### config.mk
export PLATFORM = sky130hd
export DESIGN_NAME = interval_dosing_pump_scheduler_top
export DESIGN_NICKNAME = d
export VERILOG_FILES = /design/src/hw/rtl/ipds_pkg.sv /design/src/hw/rtl/ipds_csr.sv /design/src/hw/rtl/ipds_ctrl.sv /design/src/hw/rtl/ipds_dp.sv /design/src/hw/rtl/interval_dosing_pump_scheduler_top.sv
export SDC_FILE = /design/constraint.sdc
export NUM_CORES = 2
export LEC_CHECK = 0
export ABC_AREA = 1
export BUFFER_PORTS_ARGS = -buffer_cell sky130_fd_sc_hd__buf_2
export CAP_MARGIN = 10
export CORE_MARGIN = 2
export CORE_UTILIZATION = 55
export DETAILED_ROUTE_END_ITERATION = 6
export GPL_TIMING_DRIVEN = 1
export PLACE_DENSITY = 0.76
export SLEW_MARGIN = 20
export SYNTH_ARGS = -nofsm -noshare
export SYNTH_HDL_FRONTEND = slang
export SYNTH_SLANG_ARGS = --single-unit
export TNS_END_PERCENT = 30
### constraint.sdc
create_clock -name clock -period 8.3 [get_ports clock]
set_input_delay 0 -clock clock [delete_from_list [all_inputs] [get_ports clock]]
set_output_delay 0 -clock clock [all_outputs]
set_load 0.02 [all_outputs]
### src/hw/rtl/ipds_pkg.sv
`timescale 1ns / 1ps

package ipds_pkg;

   // Field widths
   localparam int ModeWidth      = 2;
   localparam int TimeWidth      = 32;
   localparam int VolWidth       = 16;
   localparam int PlantWidth     = 8;
   localparam int FlowWidth      = 20;
   localparam int TickWidth      = 16;
   localparam int HoursWidth     = 8;
   localparam int ResWidth       = 32;
   localparam int DoseWidth      = VolWidth + PlantWidth;      // 24
   localparam int HourSecWidth   = 12;
   localparam int NumWidth       = DoseWidth + HourSecWidth;   // 36
   localparam int MsScaleWidth   = 10;
   localparam int RunMsWidth     = TimeWidth + MsScaleWidth;   // 42
   localparam int IntervalWidth  = HoursWidth + HourSecWidth;  // 20

   // Divider runs one quotient bit per cycle
   localparam int DivSteps    = NumWidth;
   localparam int DivCntWidth = $clog2(DivSteps);

   // Constants
   localparam logic [HourSecWidth-1:0] SecPerHour = 12'd3600;
   localparam logic [MsScaleWidth-1:0] MsPerSec   = 10'd1000;

   // Register reset values
   localparam logic [HoursWidth-1:0] IntervalReset = 8'd0;
   localparam logic [VolWidth-1:0]   VolumeReset   = 16'd0;
   localparam logic [PlantWidth-1:0] PlantReset    = 8'd2;
   localparam logic [FlowWidth-1:0]  FlowReset     = 20'd12300;
   localparam logic [TickWidth-1:0]  TickReset     = 16'd500;

   // Register word indexes (byte address / 4)
   localparam int CsrAddrWidth = 5;
   typedef enum logic [2:0] {
      REG_INTERVAL = 3'd0,
      REG_VOLUME   = 3'd1,
      REG_PLANTS   = 3'd2,
      REG_FLOW     = 3'd3,
      REG_TICK     = 3'd4
   } reg_index_type;

   // Request kinds
   typedef enum logic [ModeWidth-1:0] {
      MODE_TICK   = 2'd0,
      MODE_MANUAL = 2'd1,
      MODE_STOP   = 2'd2,
      MODE_SETRES = 2'd3
   } mode_type;

   // Stream payload widths
   localparam int ReqDataWidth = 80;
   localparam int RspDataWidth = 136;

   typedef struct packed {
      logic [HoursWidth-1:0] interval_hours;
      logic [VolWidth-1:0]   volume_per_plant_ml;
      logic [PlantWidth-1:0] plant_count;
      logic [FlowWidth-1:0]  pump_flow_ml_per_h;
      logic [TickWidth-1:0]  tick_period_ms;
   } cfg_type;

   // Controller to datapath
   typedef struct packed {
      logic capture;
      logic eval;
      logic dose;
      logic scale;
      logic div_step;
      logic msec;
      logic commit;
      logic load_out;
   } ctrl_cmd_type;

   // Datapath to controller
   typedef struct packed {
      logic start_go;
      logic out_free;
   } ctrl_sts_type;

endpackage

### src/hw/rtl/ipds_csr.sv
`timescale 1ns / 1ps

module ipds_csr import ipds_pkg::*; (
   input  logic                    clock,
   input  logic                    reset,
   input  logic                    csr_psel,
   input  logic                    csr_penable,
   input  logic                    csr_pwrite,
   input  logic [CsrAddrWidth-1:0] csr_paddr,
   input  logic [31:0]             csr_pwdata,
   output logic [31:0]             csr_prdata,
   output logic                    csr_pready,
   output cfg_type                 cfg
);

   cfg_type       cfg_ff, cfg_in;
   reg_index_type idx;
   logic          wr_en;

   assign csr_pready = 1'b1;
   assign idx        = reg_index_type'(csr_paddr[CsrAddrWidth-1:2]);
   assign wr_en      = csr_psel & csr_penable & csr_pwrite & csr_pready;

   // Register writes
   always_comb begin
      cfg_in = cfg_ff;
      if (wr_en) begin
         unique case (idx)
            REG_INTERVAL: cfg_in.interval_hours      = csr_pwdata[HoursWidth-1:0];
            REG_VOLUME:   cfg_in.volume_per_plant_ml = csr_pwdata[VolWidth-1:0];
            REG_PLANTS:   cfg_in.plant_count         = csr_pwdata[PlantWidth-1:0];
            REG_FLOW:     cfg_in.pump_flow_ml_per_h  = csr_pwdata[FlowWidth-1:0];
            REG_TICK:     cfg_in.tick_period_ms      = csr_pwdata[TickWidth-1:0];
            default: ;
         endcase
      end
   end

   always_ff @(posedge clock) begin
      if (reset) begin
         cfg_ff.interval_hours      <= IntervalReset;
         cfg_ff.volume_per_plant_ml <= VolumeReset;
         cfg_ff.plant_count         <= PlantReset;
         cfg_ff.pump_flow_ml_per_h  <= FlowReset;
         cfg_ff.tick_period_ms      <= TickReset;
      end else begin
         cfg_ff <= cfg_in;
      end
   end

   // Read mux
   always_comb begin
      unique case (idx)
         REG_INTERVAL: csr_prdata = {{(32-HoursWidth){1'b0}}, cfg_ff.interval_hours};
         REG_VOLUME:   csr_prdata = {{(32-VolWidth){1'b0}}, cfg_ff.volume_per_plant_ml};
         REG_PLANTS:   csr_prdata = {{(32-PlantWidth){1'b0}}, cfg_ff.plant_count};
         REG_FLOW:     csr_prdata = {{(32-FlowWidth){1'b0}}, cfg_ff.pump_flow_ml_per_h};
         REG_TICK:     csr_prdata = {{(32-TickWidth){1'b0}}, cfg_ff.tick_period_ms};
         default:      csr_prdata = 32'd0;
      endcase
   end

   assign cfg = cfg_ff;

endmodule

### src/hw/rtl/ipds_ctrl.sv
`timescale 1ns / 1ps

module ipds_ctrl import ipds_pkg::*; (
   input  logic         clock,
   input  logic         reset,
   input  logic         req_tvalid,
   output logic         req_tready,
   input  ctrl_sts_type sts,
   output ctrl_cmd_type cmd
);

   typedef enum logic [7:0] {
      ST_IDLE   = 8'b0000_0001,
      ST_EVAL   = 8'b0000_0010,
      ST_DOSE   = 8'b0000_0100,
      ST_SCALE  = 8'b0000_1000,
      ST_DIVIDE = 8'b0001_0000,
      ST_MSEC   = 8'b0010_0000,
      ST_COMMIT = 8'b0100_0000,
      ST_OUT    = 8'b1000_0000
   } state_type;

   state_type              state_ff, state_in;
   logic [DivCntWidth-1:0] cnt_ff, cnt_in;

   assign req_tready = (state_ff == ST_IDLE);

   // Next state and commands
   always_comb begin
      state_in = state_ff;
      cnt_in   = cnt_ff;
      cmd      = '0;
      unique case (state_ff)
         ST_IDLE: begin
            if (req_tvalid) begin
               cmd.capture = 1'b1;
               state_in    = ST_EVAL;
            end
         end
         ST_EVAL: begin
            cmd.eval = 1'b1;
            state_in = sts.start_go ? ST_DOSE : ST_OUT;
         end
         ST_DOSE: begin
            cmd.dose = 1'b1;
            state_in = ST_SCALE;
         end
         ST_SCALE: begin
            cmd.scale = 1'b1;
            cnt_in    = '0;
            state_in  = ST_DIVIDE;
         end
         ST_DIVIDE: begin
            cmd.div_step = 1'b1;
            cnt_in       = cnt_ff + 1'b1;
            if (cnt_ff == DivCntWidth'(DivSteps - 1)) begin
               state_in = ST_MSEC;
            end
         end
         ST_MSEC: begin
            cmd.msec = 1'b1;
            state_in = ST_COMMIT;
         end
         ST_COMMIT: begin
            cmd.commit = 1'b1;
            state_in   = ST_OUT;
         end
         ST_OUT: begin
            if (sts.out_free) begin
               cmd.load_out = 1'b1;
               state_in     = ST_IDLE;
            end
         end
         default: state_in = ST_IDLE;
      endcase
   end

   always_ff @(posedge clock) begin
      if (reset) begin
         state_ff <= ST_IDLE;
         cnt_ff   <= '0;
      end else begin
         state_ff <= state_in;
         cnt_ff   <= cnt_in;
      end
   end

endmodule

### src/hw/rtl/ipds_dp.sv
`timescale 1ns / 1ps

module ipds_dp import ipds_pkg::*; (
   input  logic                    clock,
   input  logic                    reset,
   input  cfg_type                 cfg,
   input  ctrl_cmd_type            cmd,
   output ctrl_sts_type            sts,
   input  logic [ModeWidth-1:0]    req_mode,
   input  logic [TimeWidth-1:0]    req_now,
   input  logic [VolWidth-1:0]     req_svol,
   input  logic [ResWidth-1:0]     req_load,
   output logic                    rsp_tvalid,
   input  logic                    rsp_tready,
   output logic [RspDataWidth-1:0] rsp_tdata
);

   // Captured request
   mode_type             mode_ff;
   logic [TimeWidth-1:0] now_ff;
   logic [VolWidth-1:0]  svol_ff;
   logic [ResWidth-1:0]  load_ff;

   // Scheduler state
   logic [RunMsWidth-1:0] run_ms_ff, run_ms_in;
   logic                  pump_ff, pump_in;
   logic [TimeWidth-1:0]  last_ff, last_in;
   logic [TimeWidth-1:0]  next_ff, next_in;
   logic [ResWidth-1:0]   res_ff, res_in;

   // Per-request flags and run arithmetic
   logic                   started_ff, started_in;
   logic                   save_ff, save_in;
   logic [TimeWidth-1:0]   secs_ff, secs_in;
   logic [VolWidth-1:0]    vol_ff;
   logic [DoseWidth-1:0]   dose_ff;
   logic [NumWidth-1:0]    quo_ff;
   logic [FlowWidth-1:0]   rem_ff;
   logic [RunMsWidth-1:0]  new_ms_ff;
   logic [TimeWidth-1:0]   new_next_ff;

   // Output register
   logic                    out_valid_ff;
   logic [RspDataWidth-1:0] out_data_ff;

   // Eval helpers
   logic [RunMsWidth-1:0] tick_ext;
   logic [RunMsWidth-1:0] dec_ms;
   logic                  auto_due;
   logic                  attempt;
   logic [VolWidth-1:0]   vol_sel;
   logic                  blocked;

   // Divider step
   logic [FlowWidth:0] trial;
   logic [FlowWidth:0] diff;
   logic               ge;

   // Saturation
   logic [TimeWidth-1:0] sat_secs;

   // Reservoir after dose
   logic [ResWidth-1:0] dose_ext;

   // Interval in seconds
   logic [IntervalWidth-1:0] interval_s;

   assign tick_ext = {{(RunMsWidth-TickWidth){1'b0}}, cfg.tick_period_ms};
   assign dec_ms   = (run_ms_ff > tick_ext) ? (run_ms_ff - tick_ext) : '0;
   assign auto_due = (cfg.interval_hours != '0) && (now_ff >= next_ff);
   assign attempt  = ((mode_ff == MODE_TICK) && (dec_ms == '0) && auto_due) ||
                     (mode_ff == MODE_MANUAL);
   assign vol_sel  = (mode_ff == MODE_MANUAL) ? svol_ff : cfg.volume_per_plant_ml;
   assign blocked  = (vol_sel == '0) || (cfg.pump_flow_ml_per_h == '0);

   assign sts.start_go = attempt & ~blocked;
   assign sts.out_free = ~out_valid_ff | rsp_tready;

   assign trial = {rem_ff, quo_ff[NumWidth-1]};
   assign diff  = trial - {1'b0, cfg.pump_flow_ml_per_h};
   assign ge    = (trial >= {1'b0, cfg.pump_flow_ml_per_h});

   assign sat_secs = (quo_ff[NumWidth-1:TimeWidth] != '0) ? '1 : quo_ff[TimeWidth-1:0];
   assign dose_ext = {{(ResWidth-DoseWidth){1'b0}}, dose_ff};

   // hours * 3600 needs the full 20 bits
   assign interval_s = IntervalWidth'(cfg.interval_hours) * IntervalWidth'(SecPerHour);

   // Capture request payload
   always_ff @(posedge clock) begin
      if (cmd.capture) begin
         mode_ff <= mode_type'(req_mode);
         now_ff  <= req_now;
         svol_ff <= req_svol;
         load_ff <= req_load;
      end
   end

   // State updates for eval and commit
   always_comb begin
      run_ms_in  = run_ms_ff;
      pump_in    = pump_ff;
      last_in    = last_ff;
      next_in    = next_ff;
      res_in     = res_ff;
      started_in = started_ff;
      save_in    = save_ff;
      secs_in    = secs_ff;
      if (cmd.eval) begin
         started_in = 1'b0;
         save_in    = 1'b0;
         secs_in    = '0;
         case (mode_ff)
            MODE_TICK: begin
               run_ms_in = dec_ms;
               pump_in   = (dec_ms != '0);
               save_in   = (dec_ms == '0) && auto_due;
            end
            MODE_STOP: begin
               run_ms_in = '0;
               pump_in   = 1'b0;
            end
            MODE_SETRES: res_in = load_ff;
            default: ;
         endcase
         // blocked start clears the timer
         if (attempt && blocked) begin
            run_ms_in = '0;
         end
      end
      if (cmd.commit) begin
         started_in = 1'b1;
         save_in    = 1'b1;
         last_in    = now_ff;
         next_in    = new_next_ff;
         res_in     = (res_ff > dose_ext) ? (res_ff - dose_ext) : '0;
         run_ms_in  = new_ms_ff;
      end
      if (cmd.msec) begin
         secs_in = sat_secs;
      end
   end

   always_ff @(posedge clock) begin
      if (reset) begin
         run_ms_ff  <= '0;
         pump_ff    <= 1'b0;
         last_ff    <= '0;
         next_ff    <= '0;
         res_ff     <= '0;
         started_ff <= 1'b0;
         save_ff    <= 1'b0;
         secs_ff    <= '0;
      end else begin
         run_ms_ff  <= run_ms_in;
         pump_ff    <= pump_in;
         last_ff    <= last_in;
         next_ff    <= next_in;
         res_ff     <= res_in;
         started_ff <= started_in;
         save_ff    <= save_in;
         secs_ff    <= secs_in;
      end
   end

   // Run duration arithmetic: dose, numerator, restoring divide, ms scale, next start time
   always_ff @(posedge clock) begin
      if (cmd.eval) begin
         vol_ff <= vol_sel;
      end
      if (cmd.dose) begin
         dose_ff <= DoseWidth'(vol_ff) * DoseWidth'(cfg.plant_count);
      end
      if (cmd.scale) begin
         quo_ff <= NumWidth'(dose_ff) * NumWidth'(SecPerHour);
         rem_ff <= '0;
      end
      if (cmd.div_step) begin
         quo_ff <= {quo_ff[NumWidth-2:0], ge};
         rem_ff <= ge ? diff[FlowWidth-1:0] : trial[FlowWidth-1:0];
      end
      if (cmd.msec) begin
         new_ms_ff   <= RunMsWidth'(sat_secs) * RunMsWidth'(MsPerSec);
         new_next_ff <= now_ff + {{(TimeWidth-IntervalWidth){1'b0}}, interval_s};
      end
   end

   // Output register
   always_ff @(posedge clock) begin
      if (reset) begin
         out_valid_ff <= 1'b0;
      end else if (cmd.load_out) begin
         out_valid_ff <= 1'b1;
      end else if (rsp_tready) begin
         out_valid_ff <= 1'b0;
      end
   end

   always_ff @(posedge clock) begin
      if (cmd.load_out) begin
         out_data_ff <= {5'd0, save_ff, last_ff, next_ff, res_ff, secs_ff,
                         started_ff, pump_ff};
      end
   end

   assign rsp_tvalid = out_valid_ff;
   assign rsp_tdata  = out_data_ff;

endmodule

### src/hw/rtl/interval_dosing_pump_scheduler_top.sv
`timescale 1ns / 1ps

// Channel   | ports                         | carries
// ----------+-------------------------------+--------------------------------------
// request   | req_tvalid/tready/tdata/tuser | mode, time, manual volume, reservoir
// response  | rsp_tvalid/tready/tdata       | pump state, run info, times, save flag
// config    | csr_psel/penable/pwrite...    | five scheduler registers, APB style
//
// One request at a time. A request that begins no run goes from accept through
// evaluate to output. One that starts a run also passes dose, scale, divide,
// msec and commit; the run length goes through a restoring divider that yields
// one quotient bit a cycle. Reset is synchronous and clears the run timer, pump,
// start times and reservoir count. A response held by rsp_tready stays in the
// output register while the next request is accepted and worked on.

module interval_dosing_pump_scheduler_top import ipds_pkg::*; (
   input  logic                    clock,
   input  logic                    reset,
   input  logic                    req_tvalid,
   output logic                    req_tready,
   // [31:0] now_seconds, [47:32] start_volume_ml, [79:48] reservoir_load_ml
   input  logic [ReqDataWidth-1:0] req_tdata,
   // [1:0] mode
   input  logic [ModeWidth-1:0]    req_tuser,
   output logic                    rsp_tvalid,
   input  logic                    rsp_tready,
   // [0] pump_on, [1] run_started, [33:2] run_seconds, [65:34] reservoir_left_ml,
   // [97:66] next_start_seconds, [129:98] last_start_seconds, [130] save_request
   output logic [RspDataWidth-1:0] rsp_tdata,
   input  logic                    csr_psel,
   input  logic                    csr_penable,
   input  logic                    csr_pwrite,
   input  logic [CsrAddrWidth-1:0] csr_paddr,
   input  logic [31:0]             csr_pwdata,
   output logic [31:0]             csr_prdata,
   output logic                    csr_pready
);

   cfg_type      cfg;
   ctrl_cmd_type cmd;
   ctrl_sts_type sts;

   ipds_csr u_csr (
      .clock       (clock),
      .reset       (reset),
      .csr_psel    (csr_psel),
      .csr_penable (csr_penable),
      .csr_pwrite  (csr_pwrite),
      .csr_paddr   (csr_paddr),
      .csr_pwdata  (csr_pwdata),
      .csr_prdata  (csr_prdata),
      .csr_pready  (csr_pready),
      .cfg         (cfg)
   );

   ipds_ctrl u_ctrl (
      .clock      (clock),
      .reset      (reset),
      .req_tvalid (req_tvalid),
      .req_tready (req_tready),
      .sts        (sts),
      .cmd        (cmd)
   );

   ipds_dp u_dp (
      .clock      (clock),
      .reset      (reset),
      .cfg        (cfg),
      .cmd        (cmd),
      .sts        (sts),
      .req_mode   (req_tuser),
      .req_now    (req_tdata[31:0]),
      .req_svol   (req_tdata[47:32]),
      .req_load   (req_tdata[79:48]),
      .rsp_tvalid (rsp_tvalid),
      .rsp_tready (rsp_tready),
      .rsp_tdata  (rsp_tdata)
   );

endmodule
==> reports/qor.yml <==
cts:
  root_buffer: "clkbuf_16"
  clockBufferDepth: 3
  clk_pin_slew_ns: 0.06
  cts_tree: "yes"
  clock-sinks: 636
  insertion_delay_ns: 0.66
  numCtsBuffers: 70
  cts_htree_levels: 3
  post_cts_resized: 0
cells_and_area:
  finish.utilization_pct: 63.04
  design_area_um2: 47960
  syn_to_final_growth_pct: 13.35
  drive_gt1_share_pct: 8.894
  num-nets-final: 5882
  final_common_cell: "nand2_1"
  mostFrequentLayoutCells: "nand2_1 (902), inv_1 (761), nor2_1 (415)"
power_and_ir_drop:
  switching_power_mw: 2.460
  p_sw_share_pct: 29.53
  pwr_density_cell_nw_per_um2: 173.7
  design_power_total_mw: 8.330
  comb_power_share_pct: 18.2
  clockPowerShare_pct: 39.3
  internal_power_mw: 5.870
  power.share.sequential_pct: 42.5
  vdd_drop_max_v: 0.0001405
  power.leakage_nw: 22.22
floorplanning:
  core_um2: 76080
  start_util_pct: 55.61
  die_h_um: 281.4
  dieArea_um2: 79160
  ios: 297
  fp.dieW_um: 281.4
  rows: 101
logic_synthesis:
  ys_types: 55
  synth_top_flop_cell: "edfxtp_1"
  synth.yosys.seq_area_share_pct: 39.08
  yosys_warnings: 0
  synth_edf_count: 380
  async_flop_share_pct: 0
  synth-seq-cells: 636
  synth_area_um2: 42310
  netlist_instances: 4857
  avgSynthCellArea_um2: 8.711
drt:
  vias: 34289
  viasPerCell: 5.476
  drt-total-wl_um: 110200
  ant_nets: 0
  wire_per_inst_um: 17.59
  drc: 0
  drtIter0Drc: 3017
  first_pass_iters: 5
global_route:
  antenna_found_initial: 5
  grt_pass1_wl_um: 175600
  grt_max_degree: 90
  grt_pass1_vias: 33572
  grt_usage_pct: 27.96
  grt_overflow_total: 0
sta:
  hold_violations: 0
  fin_ws_ns: 1.724
  period_needed_ns: 6.576
  grt_setup_unrepaired: "false"
  finalSetupViolations: 0
  drv_slew: 0
  tightest_slew_ns: 1.192
  relSlewSlack_pct: 20.44
  skew_ns: 0.06579
  fmax_mhz: 152.1
  fin_crit_sh_pct: 79.23
  tns_ns: 0
placement:
  place_area_um2: 44400
  gp_congestion: 0.9305
  dp_slack_ns: 1.827
  port_buffers: 264
  dp_hpwl_um: 79510
setup_path:
  startpoint_type: "register"
  worstPathRequired_ns: 8.67
  crit_type: "register to register"
  critPathArrivalTime_ns: 6.95
  end_kind: "register"
  r2r_cells: 25
  path_max_fanout: 35
min_path:
  holdPathStages: 2
  hold_path.class: "input pin to register"
job:
  maxCapViolCount: 0
run_status:
  status: "complete, no violations"
==> what timing repair did <==
action | 4_1_cts | 5_1_grt
endpoints found under the hold margin | 170 | 0
endpoints found under the setup margin | 0 | 0
buffers inserted | 0 | 0
hold buffers | 110 | 0
==> final cells by class <==
| class | instances | area, um2 |
|---|---|---|
| Tap cell | 1030 | 1289 |
| Clock buffer | 98 | 1937 |
| Inverter | 775 | 2914 |
| Fill cell | 6206 | 28120 |
| Antenna cell | 4 | 10.01 |
| Multi-Input combinational cell | 3292 | 22170 |
| Clock inverter | 31 | 506.7 |
| Sequential cell | 636 | 16540 |
| Timing Repair Buffer | 396 | 2590 |
==> power groups by stage <==
stage | Sequential [mW] | Clock, mW | Combinational, mW
floorplan | 3.57 | 0 | 1.10
global placement | 3.60 | 0 | 1.42
detailed placement | 3.60 | 0 | 1.43
CTS | 3.53 | 3.31 | 1.49
global route | 3.54 | 3.43 | 1.69
finish | 3.54 | 3.27 | 1.52
==> Yosys cell counts, types with 9 or more instances <==
| cell type | number | area share (%) |
|---|---|---|
| a21o_1 | 10 | 0.18 |
| a21oi_1 | 381 | 4.5 |
| a221oi_1 | 10 | 0.21 |
| a31oi_1 | 12 | 0.18 |
| buf_1 | 15 | 0.13 |
| buf_2 | 10 | 0.12 |
| buf_4 | 23 | 0.41 |
| clkbuf_1 | 109 | 0.97 |
| dfxtp_1 | 256 | 12 |
| edfxtp_1 | 380 | 27 |
| fa_1 | 232 | 11 |
| ha_1 | 353 | 10 |
| inv_1 | 765 | 6.8 |
| mux2_2 | 10 | 0.27 |
| nand2_1 | 903 | 8.0 |
| nand3_1 | 185 | 2.2 |
| nand4_1 | 49 | 0.72 |
| nor2_1 | 419 | 3.7 |
| nor2_2 | 9 | 0.13 |
| nor3_1 | 46 | 0.54 |
| nor4_1 | 17 | 0.25 |
| o211ai_1 | 10 | 0.18 |
| o21a_1 | 15 | 0.27 |
| o21ai_0 | 341 | 4.0 |
| o21bai_1 | 9 | 0.16 |
| o221ai_1 | 10 | 0.21 |
| or2_2 | 17 | 0.25 |
| xnor2_1 | 62 | 1.3 |
| xor2_1 | 106 | 2.2 |
==> cells by family after synthesis <==
kind of cell    synth area share, %
xor+xnor                      3.478
fa+ha+maj                     21.42
compound gates                10.83
buf+inv                       8.759
simple gates                  16.15
other cells                 0.01775
flops                         39.08
mux                          0.2662
==> registers in the layout, indices dropped and copies added, names as in the netlist, 36 cells and up <==
register        count
u_dp.rsp_tdata    131
u_dp.new_ms_ff     39
u_dp.run_ms_ff     42
u_dp.quo_ff        36
u_csr.cfg          68
==> layer usage <==
| layer | track usage (%) | share of wire [%] | wire (um) |
|---|---|---|---|
| met2 | 47.15 | 48 | 52450 |
| met5 | 0 | 0.012 | 13 |
| met3 | 3.712 | 7.4 | 8101 |
| met4 | 9.452 | 3.1 | 3417 |
| met1 | 37.27 | 42 | 46190 |
==> worst max-delay path: stages (launching register included) <==
cell and delay (ns):
edfxtp_1 0.54, nor4_1 0.48, clkinv_1 0.13, buf_4 0.27, nor2_1 0.31, inv_1 0.17, nand2_1 0.17, o21ai_0 0.22
or2_2 0.34, nand2_1 0.09, fa_1 0.45, fa_1 0.51, fa_1 0.51, inv_1 0.04, ha_1 0.35, a21oi_1 0.20
nor2_1 0.06, a211oi_1 0.17, o21ai_0 0.16, a21oi_1 0.25, o21ai_0 0.19, nand3_1 0.13, nand3_1 0.12, a21o_1 0.22
a21oi_1 0.16, xnor2_1 0.08
==> path summary, 6_finish.rpt <==
check | from | endpoint | slack [ns]
worst min-delay path | req_tdata[6] | u_dp.now_ff[6] | 0.05
worst max-delay path | u_dp.quo_ff[35] | u_dp.new_ms_ff[39] | 1.72
worst min register to register | u_dp.next_ff[6] | u_dp.rsp_tdata[72] | 0.42
worst max register to register | u_dp.quo_ff[35] | u_dp.new_ms_ff[39] | 1.72
==> per-stage QoR <==
| stage | cells | hold slack (ns) |
|---|---|---|
| final | 6262 | 0.05195 |
| after global routing | 6260 | 0.03993 |
| after CTS | 6258 | 0.01916 |
| after detailed placement | 6019 | 0.1782 |
| after global placement | 6019 | 0.1768 |
| after floorplan | 4873 | 0.09887 |
Note: power is estimated with default switching activity, not from simulation.
